===== src/hw/rtl/assert_macros.svh =====
// Assertion macros shared by the RTL modules.
`ifndef ASSERT_MACROS_SVH
`define ASSERT_MACROS_SVH

// Check a property on every rising edge of aclk, skipped while reset is held.
`define ASSERT_CLK(label, prop, msg) \
    label: assert property (@(posedge aclk) disable iff (!aresetn) (prop)) else $error(msg);

// Check an implication whose consequent is checked in the cycle after the antecedent, skipped while reset is held.
`define ASSERT_NEXT(label, pre, post, msg) \
    label: assert property (@(posedge aclk) disable iff (!aresetn) (pre) |=> (post)) \
        else $error(msg);

`endif


===== src/hw/rtl/mct_pkg.sv =====
package mct_pkg;

    // Default sizes of the chain and the tables
    localparam int MAX_CAMERAS_DEF  = 8;
    localparam int MAX_FEATURES_DEF = 2048;
    localparam int MAX_TRACKS_DEF   = 4096;

    // Fixed field widths
    localparam int PAIR_W      = 3;
    localparam int FEAT_W      = 11;
    localparam int TRACK_OUT_W = 12;
    localparam int CAM_W       = 3;
    localparam int CFG_W       = 4;
    localparam int TDATA_W     = 32;
    localparam int M_TUSER_W   = 2;

    localparam logic [CFG_W-1:0] ACTIVE_CAMERAS_RESET = 4'd2;

    // Entries in the queue between front and back
    localparam int QUEUE_DEPTH = 4;

    typedef enum logic {
        OP_LINK  = 1'b0,
        OP_CLEAR = 1'b1
    } op_t;

    typedef struct packed {
        op_t                op;
        logic [PAIR_W-1:0]  pair;
        logic [FEAT_W-1:0]  first_index;
        logic [FEAT_W-1:0]  second_index;
    } queue_entry_t;

    typedef struct packed {
        logic clearing;
    } back_status_t;

endpackage


===== src/hw/rtl/mct_front.sv =====
module mct_front
    import mct_pkg::*;
#(
    parameter int MAX_CAMERAS  = MAX_CAMERAS_DEF,
    parameter int MAX_FEATURES = MAX_FEATURES_DEF
) (
    input  logic               aclk,
    input  logic               aresetn,
    input  logic               s_tvalid,
    output logic               s_tready,
    input  logic [TDATA_W-1:0] s_tdata,    // pair, first_index, second_index
    input  logic               s_tuser,    // kind
    input  logic               cfg_valid,
    output logic               cfg_ready,
    input  logic [CFG_W-1:0]   cfg_data,   // active_cameras
    input  back_status_t       status,
    input  logic               q_full,
    output logic               push,
    output queue_entry_t       push_entry
);

    logic [CFG_W-1:0]  active_cameras_reg;
    logic [PAIR_W-1:0] pair;
    logic [FEAT_W-1:0] first_index;
    logic [FEAT_W-1:0] second_index;
    logic              in_transfer;
    logic              pair_out;
    logic              index_out;

    assign pair         = s_tdata[PAIR_W-1:0];
    assign first_index  = s_tdata[PAIR_W+FEAT_W-1:PAIR_W];
    assign second_index = s_tdata[PAIR_W+2*FEAT_W-1:PAIR_W+FEAT_W];

    // Hold off the input while the queue is full or the store is being wiped
    assign s_tready    = !q_full && !status.clearing;
    assign in_transfer = s_tvalid && s_tready;
    assign cfg_ready   = 1'b1;

    // Hold the chain length
    always_ff @(posedge aclk) begin
        if (!aresetn) begin
            active_cameras_reg <= ACTIVE_CAMERAS_RESET;
        end else if (cfg_valid) begin
            active_cameras_reg <= cfg_data;
        end
    end

    // Classify: drop matches beyond the chain or outside the feature range
    assign pair_out  = (({1'b0, pair} + 4'd1) >= active_cameras_reg)
                    || ((32'(pair) + 32'd1) >= 32'(MAX_CAMERAS));
    assign index_out = (32'(first_index) >= 32'(MAX_FEATURES))
                    || (32'(second_index) >= 32'(MAX_FEATURES));

    always_comb begin
        push_entry.op           = s_tuser ? OP_CLEAR : OP_LINK;
        push_entry.pair         = pair;
        push_entry.first_index  = first_index;
        push_entry.second_index = second_index;
        push = in_transfer && (s_tuser || (!pair_out && !index_out));
    end

endmodule


===== config.mk =====
export PLATFORM = sky130hd
export DESIGN_NAME = mct_front
export DESIGN_NICKNAME = d
export VERILOG_FILES = /design/src/hw/rtl/assert_macros.svh /design/src/hw/rtl/mct_pkg.sv /design/src/hw/rtl/mct_front.sv
export SDC_FILE = /design/constraint.sdc
export NUM_CORES = 1
export LEC_CHECK = 0
export BUFFER_PORTS_ARGS = -buffer_cell sky130_fd_sc_hd__buf_2
export CORE_MARGIN = 8
export CORE_UTILIZATION = 31
export CTS_CLUSTER_DIAMETER = 100
export DETAILED_ROUTE_END_ITERATION = 16
export PLACE_DENSITY = 0.84
export REMOVE_ABC_BUFFERS = 1
export SLEW_MARGIN = 10
export SYNTH_ARGS = -nofsm -noshare
export SYNTH_HDL_FRONTEND = slang
export SYNTH_SLANG_ARGS = --single-unit

===== constraint.sdc =====
create_clock -name aclk -period 3 [get_ports aclk]
set_input_delay 0.6 -clock aclk [delete_from_list [all_inputs] [get_ports aclk]]
set_output_delay 0.6 -clock aclk [all_outputs]
set_load 0.01 [all_outputs]

==> qor_table.md <==
| Step | Parameter | Reported |
| --- | --- | --- |
| job | Reported max-cap violation count | 0 |
| drt | Via count | 345 |
| critical path | Maximum fanout along the worst path | 4 |
| floorplanning | Floorplan die width | 55.78 um |
| sta | Worst Skew | 0 ns |
| pwr | Switching share of power | 25.72% |
| synthesis | Area share of the largest cell type after synthesis | 41.33% |
| pwr | Net switching component of the power | 0.00004304 W |
| final layout | Number of diodes | 0 |
| synthesis | Number of warnings printed during yosys synthesis | 0 |
| drt | M1 WL | 651 um |
| global route | Maximum number of pins on one net before global-route repair | 6 |
| pwr | Worst IR drop on VDD | 0.0002358 V |
| critical path | Type of destination of the critical path | output port |
| global route | Antenna violations before repair | 0 |
| drt | First-pass detailed-route iteration total | 2 |
| final layout | Fraction of final layout cells sized beyond drive strength 1 | 47.06% |
| synthesis | Library cells used by synthesis | 16 |
| pwr | Power share of the sequential group | 34.9% |
| final layout | Total Nets Final | 101 |
| floorplanning | Vertical die dimension | 55.78 um |
| placement | RePlAce Congestion | 0.6520 |
| synthesis | Gate count of the mapped netlist | 57 |
| sta | Setup-failing EPs final | 0 |
| placement | Count of input and output buffers | 19 |
| final layout | Number of flip-flops in the largest register | 4 |
| drt | Routed Wire Length | 1.396 mm |
| clock tree | Number of hold-repair buffers added at the cts stage | 0 |
| global route | Wire length of the first global-routing pass | 1.994 mm |
| synthesis | Top cells by area in the synthesized netlist | sky130_fd_sc_hd__buf_4 41%, sky130_fd_sc_hd__dfxtp_1 16%, sky130_fd_sc_hd__ha_1 13% |
| clock tree | Clk root buf | sky130_fd_sc_hd__clkbuf_4 |
| sta | TNS Setup | 0 ns |
| sta | Final critical-path required period | 2.645 ns |
| synthesis | Synthesized area | 490.5 um2 |
| placement | Post-DP HPWL | 1.196 mm |
| synthesis | Seq cells post-synth | 4 |
| sta | Total count of hold-check failures in the final report | 0 |
| synthesis | Cell type with the highest aggregate area in the netlist | sky130_fd_sc_hd__buf_4 |
| floorplanning | Core Box Area | 1489 um2 |
| floorplanning | I/O Pins | 72 |
| clock tree | Worst-Skew Late Latency | 0.23 ns |
| synthesis | Syn_area_per_cell | 8.605 um2 |
| clock tree | Number of H-tree levels | 1 |
| synthesis | Sequential share of the synthesized area | 16.33% |
| hold path | Kind of path behind the tightest hold check | reg2reg |
| clock tree | TritonCTS clock tree | yes |
| pwr | Proportion of power drawn by the clock network | 38.8% |
| drt | Wire per inst | 20.84 um |
| sta | Worst slack on hold paths | 0.4945 ns |
| pwr | P_leak | 0.2349 nW |
| sta | Max-slew violation total from the final report | 0 |
| drt | Vias per cell | 5.149 |
| drt | Top Layer Used | met4 |
| final layout | Area delta synth->final | -14.29% |
| pwr | Int Pwr | 0.0001243 W |
| drt | Total length of routed met3 wires | 339 um |
| global route | Residual overflow from global routing | 0 |
| drt | Detailed router's first-iteration violation count | 3 |
| drt | Antenna violation net count after detailed routing | 0 |
| sta | Unrepaired setup endpoints after global routing | false |
| clock tree | Worst-path clk slew | 0.04 ns |
| global route | GR Util All Layers | 8.566% |
| critical path | Type of the worst setup path | in2out |
| floorplanning | Initial Utilization | 32.94% |
| clock tree | Number of clock sinks | 4 |
| global route | Vias in the first global route | 377 |
| critical path | Arr. time, crit path | 2.04 ns |
| floorplanning | Rows | 14 |
| pwr | Cell Pwr Density | 398.0 nW/um2 |
| clock tree | Number of gates resized after cts | 0 |
| clock tree | Post-CTS setup buffers | 0 |
| drt | Met2 wire len | 396 um |
| pwr | Portion of total power attributed to combinational logic | 26.2% |
| drt | DR DRC count | 0 |
| status | Result of the run | finished clean |
| clock tree | Maximum clock path buffer count | 2 |
| critical path | Data required time at the worst endpoint | 2.40 ns |
| clock tree | Number of buffers created by CTS | 3 |
| critical path | Worst Setup Start Kind | input port |
| floorplanning | Total Die Area | 3111 um2 |
| sta | Fin crit share | 88.15% |
| sta | Maximum clock frequency | 0.3781 GHz |
-- stage by stage --
stage               cells  setup slack (ns)  utilization, %  total power [W]  area [um2]
CTS                    67            0.3463           28.24        0.0001719       420.4
floorplan              29            0.6537               -       0.00008204       282.8
global placement       64            0.3831           26.72        0.0001010       397.9
global route           67            0.2494           28.24        0.0001791       420.4
finish                 67            0.3555           28.24        0.0001673       420.4
detailed placement     64            0.3553           26.72        0.0001036       397.9
-- final timing paths --
kind / from / end / slack, ns / cells after the start
setup reg to reg: active_cameras_reg[0] / active_cameras_reg[0] / 2.38 / 2
setup / recovery: s_tdata[0] / push / 0.36 / 8
hold / removal: active_cameras_reg[1] / active_cameras_reg[1] / 0.49 / 2
hold reg to reg: active_cameras_reg[1] / active_cameras_reg[1] / 0.49 / 2
-- layout make-up --
cell class	instances	area [um2]
clock buffer	3	22.52
fill	162	1069
inverter	3	11.26
multi-input combinational	22	191.4
sequential	4	80.08
tap	16	20.02
timing repair buffer	19	95.09
-- logic make-up after synthesis --
logic type / count (synthesis) / share of synthesized area [%]
AOI/OAI and AO/OA: 5 / 9.181
xor gates and xnor gates: 1 / 1.786
adders and majority gates: 5 / 12.76
buffers and inverters: 31 / 44.64
DFF: 4 / 16.33
muxes: 3 / 6.123
other: 1 / 0.7646
and+or+nand+nor: 7 / 8.418
-- synthesized netlist by cell type (all sizes together) --
library cell / n
buf: 28
a21oi: 1
xor2: 1
mux2i: 3
a2111oi: 1
o211ai: 2
o211a: 1
nand2: 1
and3: 1
nor2b: 3
conb: 1
ha: 5
nor2: 2
dfxtp: 4
inv: 3
-- placed cells by master, fill, tap and decap left out, drive strengths merged --
cell type / instances
o211a: 1
mux2i: 3
buf: 19
dfxtp: 4
conb: 1
nor2: 2
and3: 1
nor2b: 3
xor2: 1
ha: 5
a2111oi: 1
a21oi: 1
clkbuf: 3
inv: 3
o211ai: 2
nand2: 1
-- per-layer routing --
layer	vias to the layer above	GRT usage (%)
li1	146	-
met2	48	7.051
met4	0	3.169
met1	149	9.859
met5	-	1.786
met3	2	12.79
-- worst max-delay path, cell delays in order --
cell and delay [ns]:
sky130_fd_sc_hd__buf_2 0.12, sky130_fd_sc_hd__ha_1 0.29, sky130_fd_sc_hd__ha_1 0.28, sky130_fd_sc_hd__o211ai_1 0.17
sky130_fd_sc_hd__a21oi_1 0.07, sky130_fd_sc_hd__a2111oi_2 0.22, sky130_fd_sc_hd__o211a_1 0.17, sky130_fd_sc_hd__buf_2 0.12
-- power groups by stage --
stage	clock [W]	sequential [W]	combinational (W)
2_1_floorplan	0	0.0000586	0.0000234
3_3_place_gp	0	0.0000591	0.0000420
3_5_place_dp	0	0.0000593	0.0000443
4_1_cts	0.0000687	0.0000585	0.0000447
5_1_grt	0.0000711	0.0000586	0.0000494
6_report	0.0000649	0.0000585	0.0000439
Note: power is estimated with default switching activity, not from simulation.
