### config.mk
export PLATFORM = sky130hd
export DESIGN_NAME = mct_queue
export DESIGN_NICKNAME = d
export VERILOG_FILES = /design/src/hw/rtl/mct_pkg.sv /design/src/hw/rtl/mct_queue.sv
export VERILOG_INCLUDE_DIRS = /design/src /design/src/hw/rtl
export SDC_FILE = /design/constraint.sdc
export NUM_CORES = 1
export LEC_CHECK = 0
export BUFFER_PORTS_ARGS = -buffer_cell sky130_fd_sc_hd__buf_2
export CAP_MARGIN = 30
export CORE_ASPECT_RATIO = 1.25
export CORE_UTILIZATION = 38
export CTS_CLUSTER_DIAMETER = 200
export DETAILED_ROUTE_END_ITERATION = 8
export PLACE_DENSITY = 0.67
export SETUP_SLACK_MARGIN = 0.4
export SLEW_MARGIN = 20
export SYNTH_ARGS = -nofsm -noshare
export SYNTH_HDL_FRONTEND = slang
export SYNTH_SLANG_ARGS = --single-unit
export TNS_END_PERCENT = 20
### constraint.sdc
create_clock -name aclk -period 3.4 [get_ports aclk]
set_clock_uncertainty 0.15 [all_clocks]
set_input_delay 0.51 -clock aclk [delete_from_list [all_inputs] [get_ports aclk]]
set_output_delay 0.51 -clock aclk [all_outputs]
set_load 0.05 [all_outputs]
### src/hw/rtl/assert_macros.svh
// Assertion macros shared by the RTL modules.
`ifndef ASSERT_MACROS_SVH
`define ASSERT_MACROS_SVH

// Check a property on every rising edge of aclk, skipped while reset is held.
`define ASSERT_CLK(label, prop, msg) \
    label: assert property (@(posedge aclk) disable iff (!aresetn) (prop)) else $error(msg);

// Check an implication whose consequent is checked in the cycle after the antecedent, skipped while reset is held.
`define ASSERT_NEXT(label, pre, post, msg) \
    label: assert property (@(posedge aclk) disable iff (!aresetn) (pre) |=> (post)) \
        else $error(msg);

`endif

### src/hw/rtl/mct_pkg.sv
package mct_pkg;

    // Default sizes of the chain and the tables
    localparam int MAX_CAMERAS_DEF  = 8;
    localparam int MAX_FEATURES_DEF = 2048;
    localparam int MAX_TRACKS_DEF   = 4096;

    // Fixed field widths
    localparam int PAIR_W      = 3;
    localparam int FEAT_W      = 11;
    localparam int TRACK_OUT_W = 12;
    localparam int CAM_W       = 3;
    localparam int CFG_W       = 4;
    localparam int TDATA_W     = 32;
    localparam int M_TUSER_W   = 2;

    localparam logic [CFG_W-1:0] ACTIVE_CAMERAS_RESET = 4'd2;

    // Entries in the queue between front and back
    localparam int QUEUE_DEPTH = 4;

    typedef enum logic {
        OP_LINK  = 1'b0,
        OP_CLEAR = 1'b1
    } op_t;

    typedef struct packed {
        op_t                op;
        logic [PAIR_W-1:0]  pair;
        logic [FEAT_W-1:0]  first_index;
        logic [FEAT_W-1:0]  second_index;
    } queue_entry_t;

    typedef struct packed {
        logic clearing;
    } back_status_t;

endpackage

### src/hw/rtl/mct_queue.sv
`include "assert_macros.svh"

module mct_queue
    import mct_pkg::*;
(
    input  logic         aclk,
    input  logic         aresetn,
    input  logic         push,
    input  queue_entry_t push_entry,
    input  logic         pop,
    output queue_entry_t head_entry,
    output logic         empty,
    output logic         full
);

    localparam int PTR_W = $clog2(QUEUE_DEPTH);
    localparam int CNT_W = $clog2(QUEUE_DEPTH + 1);

    queue_entry_t            slots_reg [QUEUE_DEPTH];
    logic [PTR_W-1:0]        wr_ptr_reg;
    logic [PTR_W-1:0]        rd_ptr_reg;
    logic [CNT_W-1:0]        count_reg;
    logic                    do_push;
    logic                    do_pop;

    assign empty      = (count_reg == '0);
    assign full       = (count_reg == CNT_W'(QUEUE_DEPTH));
    assign do_push    = push && !full;
    assign do_pop     = pop && !empty;
    assign head_entry = slots_reg[rd_ptr_reg];

    // Store the entry at the tail
    always_ff @(posedge aclk) begin
        if (do_push) begin
            slots_reg[wr_ptr_reg] <= push_entry;
        end
    end

    // Advance pointers and the fill count
    always_ff @(posedge aclk) begin
        if (!aresetn) begin
            wr_ptr_reg <= '0;
            rd_ptr_reg <= '0;
            count_reg  <= '0;
        end else begin
            if (do_push) begin
                wr_ptr_reg <= (wr_ptr_reg == PTR_W'(QUEUE_DEPTH - 1)) ? '0 : wr_ptr_reg + 1'b1;
            end
            if (do_pop) begin
                rd_ptr_reg <= (rd_ptr_reg == PTR_W'(QUEUE_DEPTH - 1)) ? '0 : rd_ptr_reg + 1'b1;
            end
            if (do_push && !do_pop) begin
                count_reg <= count_reg + 1'b1;
            end else if (do_pop && !do_push) begin
                count_reg <= count_reg - 1'b1;
            end
        end
    end

    `ASSERT_CLK(a_count_bound, count_reg <= CNT_W'(QUEUE_DEPTH), "queue count beyond depth")
    `ASSERT_NEXT(a_count_push, do_push && !do_pop, count_reg == $past(count_reg) + CNT_W'(1), "queue count missed a push")

endmodule

==> flow_metrics.tcl, run 1 <==
set metrics [dict create \
    status "finished, final reports clean" \
    arrival_ns 2.13 \
    drc 0 \
    fin_nets 295 \
    hold_buffers 0 \
    drive_gt1_share_pct 41.70 \
    cts_htree_levels 4 \
    internal-power_w 0.003317 \
    core-area_sq_um 10770 \
    fmax_ghz 0.3584 \
    dp_slack_ns 0.8135 \
    die_y_um 120.6 \
    syn_nets 224 \
    power_density_nw_per_um2 914.1 \
    synth_cells 187 \
    area_growth_pct 23.75 \
    die_w_um 96.90 \
    wirelength_um 7096 \
    worst_slack_ns 0.6100 \
    rsz0062_at_grt "false" \
    post_cts_resized 0 \
    critPathMaxFanout 14 \
    vias 2003 \
    timing.hold.ws_ns 0.1712 \
    period_minus_slack_ns 2.790 \
    power.net_switching_w 0.001523 \
    vdd_drop_max_mv 0.4264 \
    seqPwrFrac_pct 37.1 \
    clockBufferDepth 2 \
    synth_area_per_cell_sq_um 22.88 \
    hold_viol_final 0 \
    grt_overflow 0 \
    yosys_warnings 0 \
    clkTransAtPathRegs_ns 0.05 \
    multi_input_area_sq_um 893.4 \
    yosysUniqueCellTypes 26 \
    drt_iter0_markers 81 \
    grt_pass1_wl_um 10820 \
    critPathRequiredTime_ns 2.74 \
    cp-end-kind "output pin" \
    dpl.hpwl_um 4131 \
    antenna_found_initial 0 \
    ys_seq_area_share_pct 77.22 \
    post_cts_buffers 0 \
    fin_util_pct 49.14 \
    ios 58 \
    crit_type "flop to output pin" \
    clk_latency_ns 0.40 \
    fillers 872 \
    syn_area_sq_um 4278 \
    place.gp.congestion 0.6443 \
    cts_root_buf "clkbuf_16" \
    ff_latch_area_sq_um 3304 \
    relSlewSlack_pct 47.65 \
    cap_viol_max_count 0 \
    grt_pass1_vias 2074 \
    wire_per_inst_um 17.61 \
    synth_seq_cells 113 \
    die_area_sq_um 11690 \
    finalSetupTns_ns 0 \
    routed_via_density 4.970 \
    final_common_cell "edfxtp_1" \
    p_clk_share_pct 37.0 \
    cts.sinks 113 \
    final_cell_mix "edfxtp_1, buf_2, mux4_2" \
    largest_register_ffs 104 \
    comb_power_share_pct 26.0 \
    setup_violations 0 \
    numCtsBuffers 17 \
    cts_tree "done" \
    grt.total_usage_pct 13.26 \
    grt_max_degree 27 \
    crit_path_start_kind "flop" \
    timing.final.crit_share_pct 82.06 \
    rows 42 \
    diodes 0 \
    start_util_pct 39.71 \
    maxSlewViolCount 0 \
    io_buffers 57 \
    hp-class "primary input to flop" \
    ant_nets 0 \
    drt-pass1-iter-count 4 \
    switching_share_pct 31.46 \
    p_leak_nw 1.860 \
    worst_slew_pin_slew_ns 0.7852 \
]
through the flow:
step / std cells / instance area, sq um / power [W]
after global placement: 371 / 4695 / 0.003083
after detailed placement: 371 / 4695 / 0.003104
final: 403 / 5294 / 0.004839
after global routing: 403 / 5294 / 0.005019
after CTS: 403 / 5294 / 0.004899
after floorplan: 187 / 4278 / 0.002841
Yosys cell counts:
cell	number	share of area, %
nor2_1	2	0.18
fa_1	1	0.47
nor3b_2	1	0.29
buf_2	3	0.35
edfxtp_1	104	73
xnor2_1	1	0.20
clkbuf_1	1	0.088
buf_6	1	0.26
dfxtp_1	9	4.2
a21boi_0	1	0.18
mux4_2	20	11
or3_1	1	0.15
ha_1	6	1.8
nor2b_1	2	0.29
nor3_1	1	0.12
mux2i_1	3	0.70
mux4_1	6	3.7
o21ai_0	3	0.35
buf_12	2	0.94
o31ai_1	1	0.18
nand3_1	2	0.23
inv_1	3	0.26
clkbuf_2	1	0.12
xor2_1	1	0.20
nand2_1	6	0.53
and2_1	5	0.73
worst max-delay path: stages (launching register included):
cell and delay (ns):
dfxtp_2 0.65, buf_12 0.24, mux4_1 0.59, buf_2 0.24
area by class of cell:
class,instances,area share [%]
timing repair buffer,60,6.051
tap,132,3.120
clock inverter,14,3.214
sequential,113,62.42
multi-input combinational,63,16.88
clock buffer,18,8.107
inverter,3,0.2127
per-layer routing:
metal / global-route usage (%) / vias up / routed length (um)
li1: - / 915 / -
met1: 14.44 / 1020 / 3020
met2: 21.65 / 54 / 3626
met3: 5.202 / 14 / 309
met4: 8.396 / 0 / 140
met5: 0 / - / 0
cell families (layout without fill, tap and decap cells):
logic type,count (synthesis),in the layout,share of synthesized area (%)
xor+xnor,2,2,0.4096
fa+ha+maj,7,7,2.223
buf+inv,11,95,2.018
flops,113,113,77.22
simple gates,20,20,2.515
compound gates,5,5,0.7020
mux,29,29,14.92
final timing paths:
kind,endpoint,from,slack [ns],depth (start not counted)
hold / removal,slots_reg[1][18]$_DFFE_PP_,push_entry[18],0.17,1
setup / recovery,head_entry[17],flop,0.61,3
hold reg to reg,wr_ptr_reg[1]$_SDFFE_PN0P_,wr_ptr_reg[1]$_SDFFE_PN0P_,0.36,2
setup reg to reg,count_reg[2]$_SDFFE_PN0P_,count_reg[0]$_SDFFE_PN0P_,0.91,7
power by group through the flow:
| stage | logic [W] | registers (W) | clock network (W) |
|---|---|---|---|
| finish | 0.00126 | 0.00179 | 0.00179 |
| global route | 0.00133 | 0.00181 | 0.00187 |
| CTS | 0.00128 | 0.00180 | 0.00182 |
| detailed placement | 0.00128 | 0.00183 | 0 |
| global placement | 0.00127 | 0.00182 | 0 |
| floorplan | 0.00107 | 0.00177 | 0 |
Power figures use the tool's default switching activity.
==> run 2: changes to the inputs <==
--- a/config.mk
+++ b/config.mk
@@ -12,7 +12,7 @@
 export CORE_UTILIZATION = 38
 export CTS_CLUSTER_DIAMETER = 200
 export DETAILED_ROUTE_END_ITERATION = 8
-export PLACE_DENSITY = 0.67
+export PLACE_DENSITY = 0.69
 export SETUP_SLACK_MARGIN = 0.4
 export SLEW_MARGIN = 20
 export SYNTH_ARGS = -nofsm -noshare
==> constraint.sdc (replaced) <==
create_clock -name aclk -period 2.4 [get_ports aclk]
set_clock_uncertainty 0.15 [all_clocks]
set_input_delay 0.36 -clock aclk [delete_from_list [all_inputs] [get_ports aclk]]
set_output_delay 0.36 -clock aclk [all_outputs]
set_load 0.05 [all_outputs]
==> run 2 against run 1 <==
Clock power up 34%. Highest routed layer unchanged. Total power grew 51%. Largest power group unchanged. Critical path depth rose by 1. Final cell count rose by 3.5%. Core utilization increased by 3.2 points. Combinational power grew 90%. Die area stayed put.
==> flow_metrics.tcl, run 2 (synthesized netlist as in run 1, its figures left out) <==
set metrics [dict create \
    timing.final.crit_share_pct 92.79 \
    clk_latency_ns 0.40 \
    die_y_um 120.6 \
    grt.total_usage_pct 14.08 \
    finalSetupTns_ns 0 \
    die_area_sq_um 11690 \
    status "finished, final reports clean" \
    cts_root_buf "clkbuf_16" \
    cts_tree "done" \
    grt_pass1_wl_um 11770 \
    fin_nets 309 \
    antenna_found_initial 1 \
    setup_violations 0 \
    critPathMaxStageDelay_ns 0.54 \
    core-area_sq_um 10770 \
    worst_slack_ns 0.1731 \
    ios 58 \
    ant_nets 0 \
    io_buffers 57 \
    area_growth_pct 31.82 \
    clkTransAtPathRegs_ns 0.05 \
    numCtsBuffers 17 \
    stdcell_count 417 \
    cts.sinks 113 \
    hp-class "primary input to flop" \
    crit_path_start_kind "flop" \
    worstPathCellList "buf_6 -> buf_16 -> mux4_2 -> buf_8" \
    critPathRequiredTime_ns 1.89 \
    wirelength_um 7351 \
    die_w_um 96.90 \
    vias 2037 \
    diodes 0 \
    crit_type "flop to output pin" \
    routed_via_density 4.885 \
    arrival_ns 1.72 \
    grt_use_met1_pct 15.98 \
    drive_gt1_share_pct 47.72 \
    grt_pass1_vias 2244 \
    start_util_pct 39.71 \
    dp_slack_ns 0.1777 \
    final_common_cell "edfxtp_1" \
    fmax_ghz 0.4491 \
    p_leak_nw 1.986 \
    drt-pass1-iter-count 4 \
    use_met2_pct 23.37 \
    place.gp.congestion 0.6810 \
    place_inst 379 \
    largest_register_ffs 104 \
    rsz0062_at_grt "true" \
    critPathSlowestCell "mux4_2" \
    drc 0 \
    clockBufferDepth 2 \
    dpl.hpwl_um 4250 \
    drt_iter0_markers 66 \
    hold_buffers 0 \
    rows 42 \
    cap_viol_max_count 0 \
    power_density_nw_per_um2 1296 \
    hold_viol_final 0 \
    cts_htree_levels 4 \
    final_cell_mix "edfxtp_1, buf_2, mux4_2" \
    wire_per_inst_um 17.63 \
    cp-end-kind "output pin" \
    grt_max_degree 27 \
    vdd_drop_max_mv 0.5407 \
    top_usage_layer "met2" \
    grt_overflow 0 \
    worst_slew_pin_slew_ns 0.3991 \
    cp_top_family "multiplexers" \
    path_buf_inv 3 \
    timing.hold.ws_ns 0.02750 \
    period_minus_slack_ns 2.227 \
    relSlewSlack_pct 73.40 \
    met3_usage_pct 4.913 \
    critPathMaxFanout 6 \
    maxSlewViolCount 0 \
]
-- run 2: cell types whose count changed in the layout (fill, tap and decap cells not counted), moves of 2 or more --
cell,before,now
mux4_1,6,0
buf_4,2,11
and2_1,1,4
dfxtp_4,0,2
buf_2,57,31
mux4_2,20,26
clkinv_1,4,7
buf_12,1,3
buf_6,0,24
buf_16,0,3
and2_2,4,1
dfxtp_1,8,5
buf_8,0,2
-- run 2: cell type report --
| cell class | instances | area (sq um) |
|---|---|---|
| clock buffers | 17 | 425.4 |
| clock inverters | 15 | 147.6 |
| fillers | 825 | 5134 |
| inverters | 3 | 11.26 |
| multi-input cells | 63 | 895.9 |
| flip-flops and latches | 113 | 3313 |
| well taps | 132 | 165.2 |
| repair buffers | 74 | 680.7 |
-- run 2: where the power goes --
group          total [W]  internal (W)  switching, W
registers        0.00252       0.00242      0.000102
clock network    0.00239       0.00160      0.000790
logic            0.00240       0.00104       0.00136
total            0.00731       0.00506       0.00225
-- run 2: what timing repair did --
action,4_1_cts,5_1_grt
setup endpoints to repair,27,46
gates cloned,3,0
pin swaps,0,0
setup buffers,3,0
resized for setup,61,4
-- run 2: per-layer routing --
layer  vias to the layer above  part of all wire, %
met5                         -                    0
met4                         0                  1.5
met3                         8                  4.6
met2                        57                   52
met1                      1032                   42
li1                        940                    -
-- run 2: worst paths after layout --
kind                           endpoint  depth (start not counted)  slack (ns)                  startpoint
max                      head_entry[17]                          4        0.17                        flop
min           slots_reg[1][8]$_DFFE_PP_                          1        0.03               push_entry[8]
max reg2reg   count_reg[2]$_SDFFE_PN0P_                          7        0.21   count_reg[1]$_SDFFE_PN0P_
min reg2reg  wr_ptr_reg[0]$_SDFFE_PN0P_                          2        0.36  wr_ptr_reg[0]$_SDFFE_PN0P_
-- run 2: stage by stage --
step	util, %	total power (W)	instance area [sq um]
finish	52.35	0.007311	5639
global route	52.35	0.007590	5639
CTS	52.22	0.007371	5625
detailed placement	44.52	0.004471	4796
global placement	44.52	0.004439	4796
floorplan	-	0.004066	4314
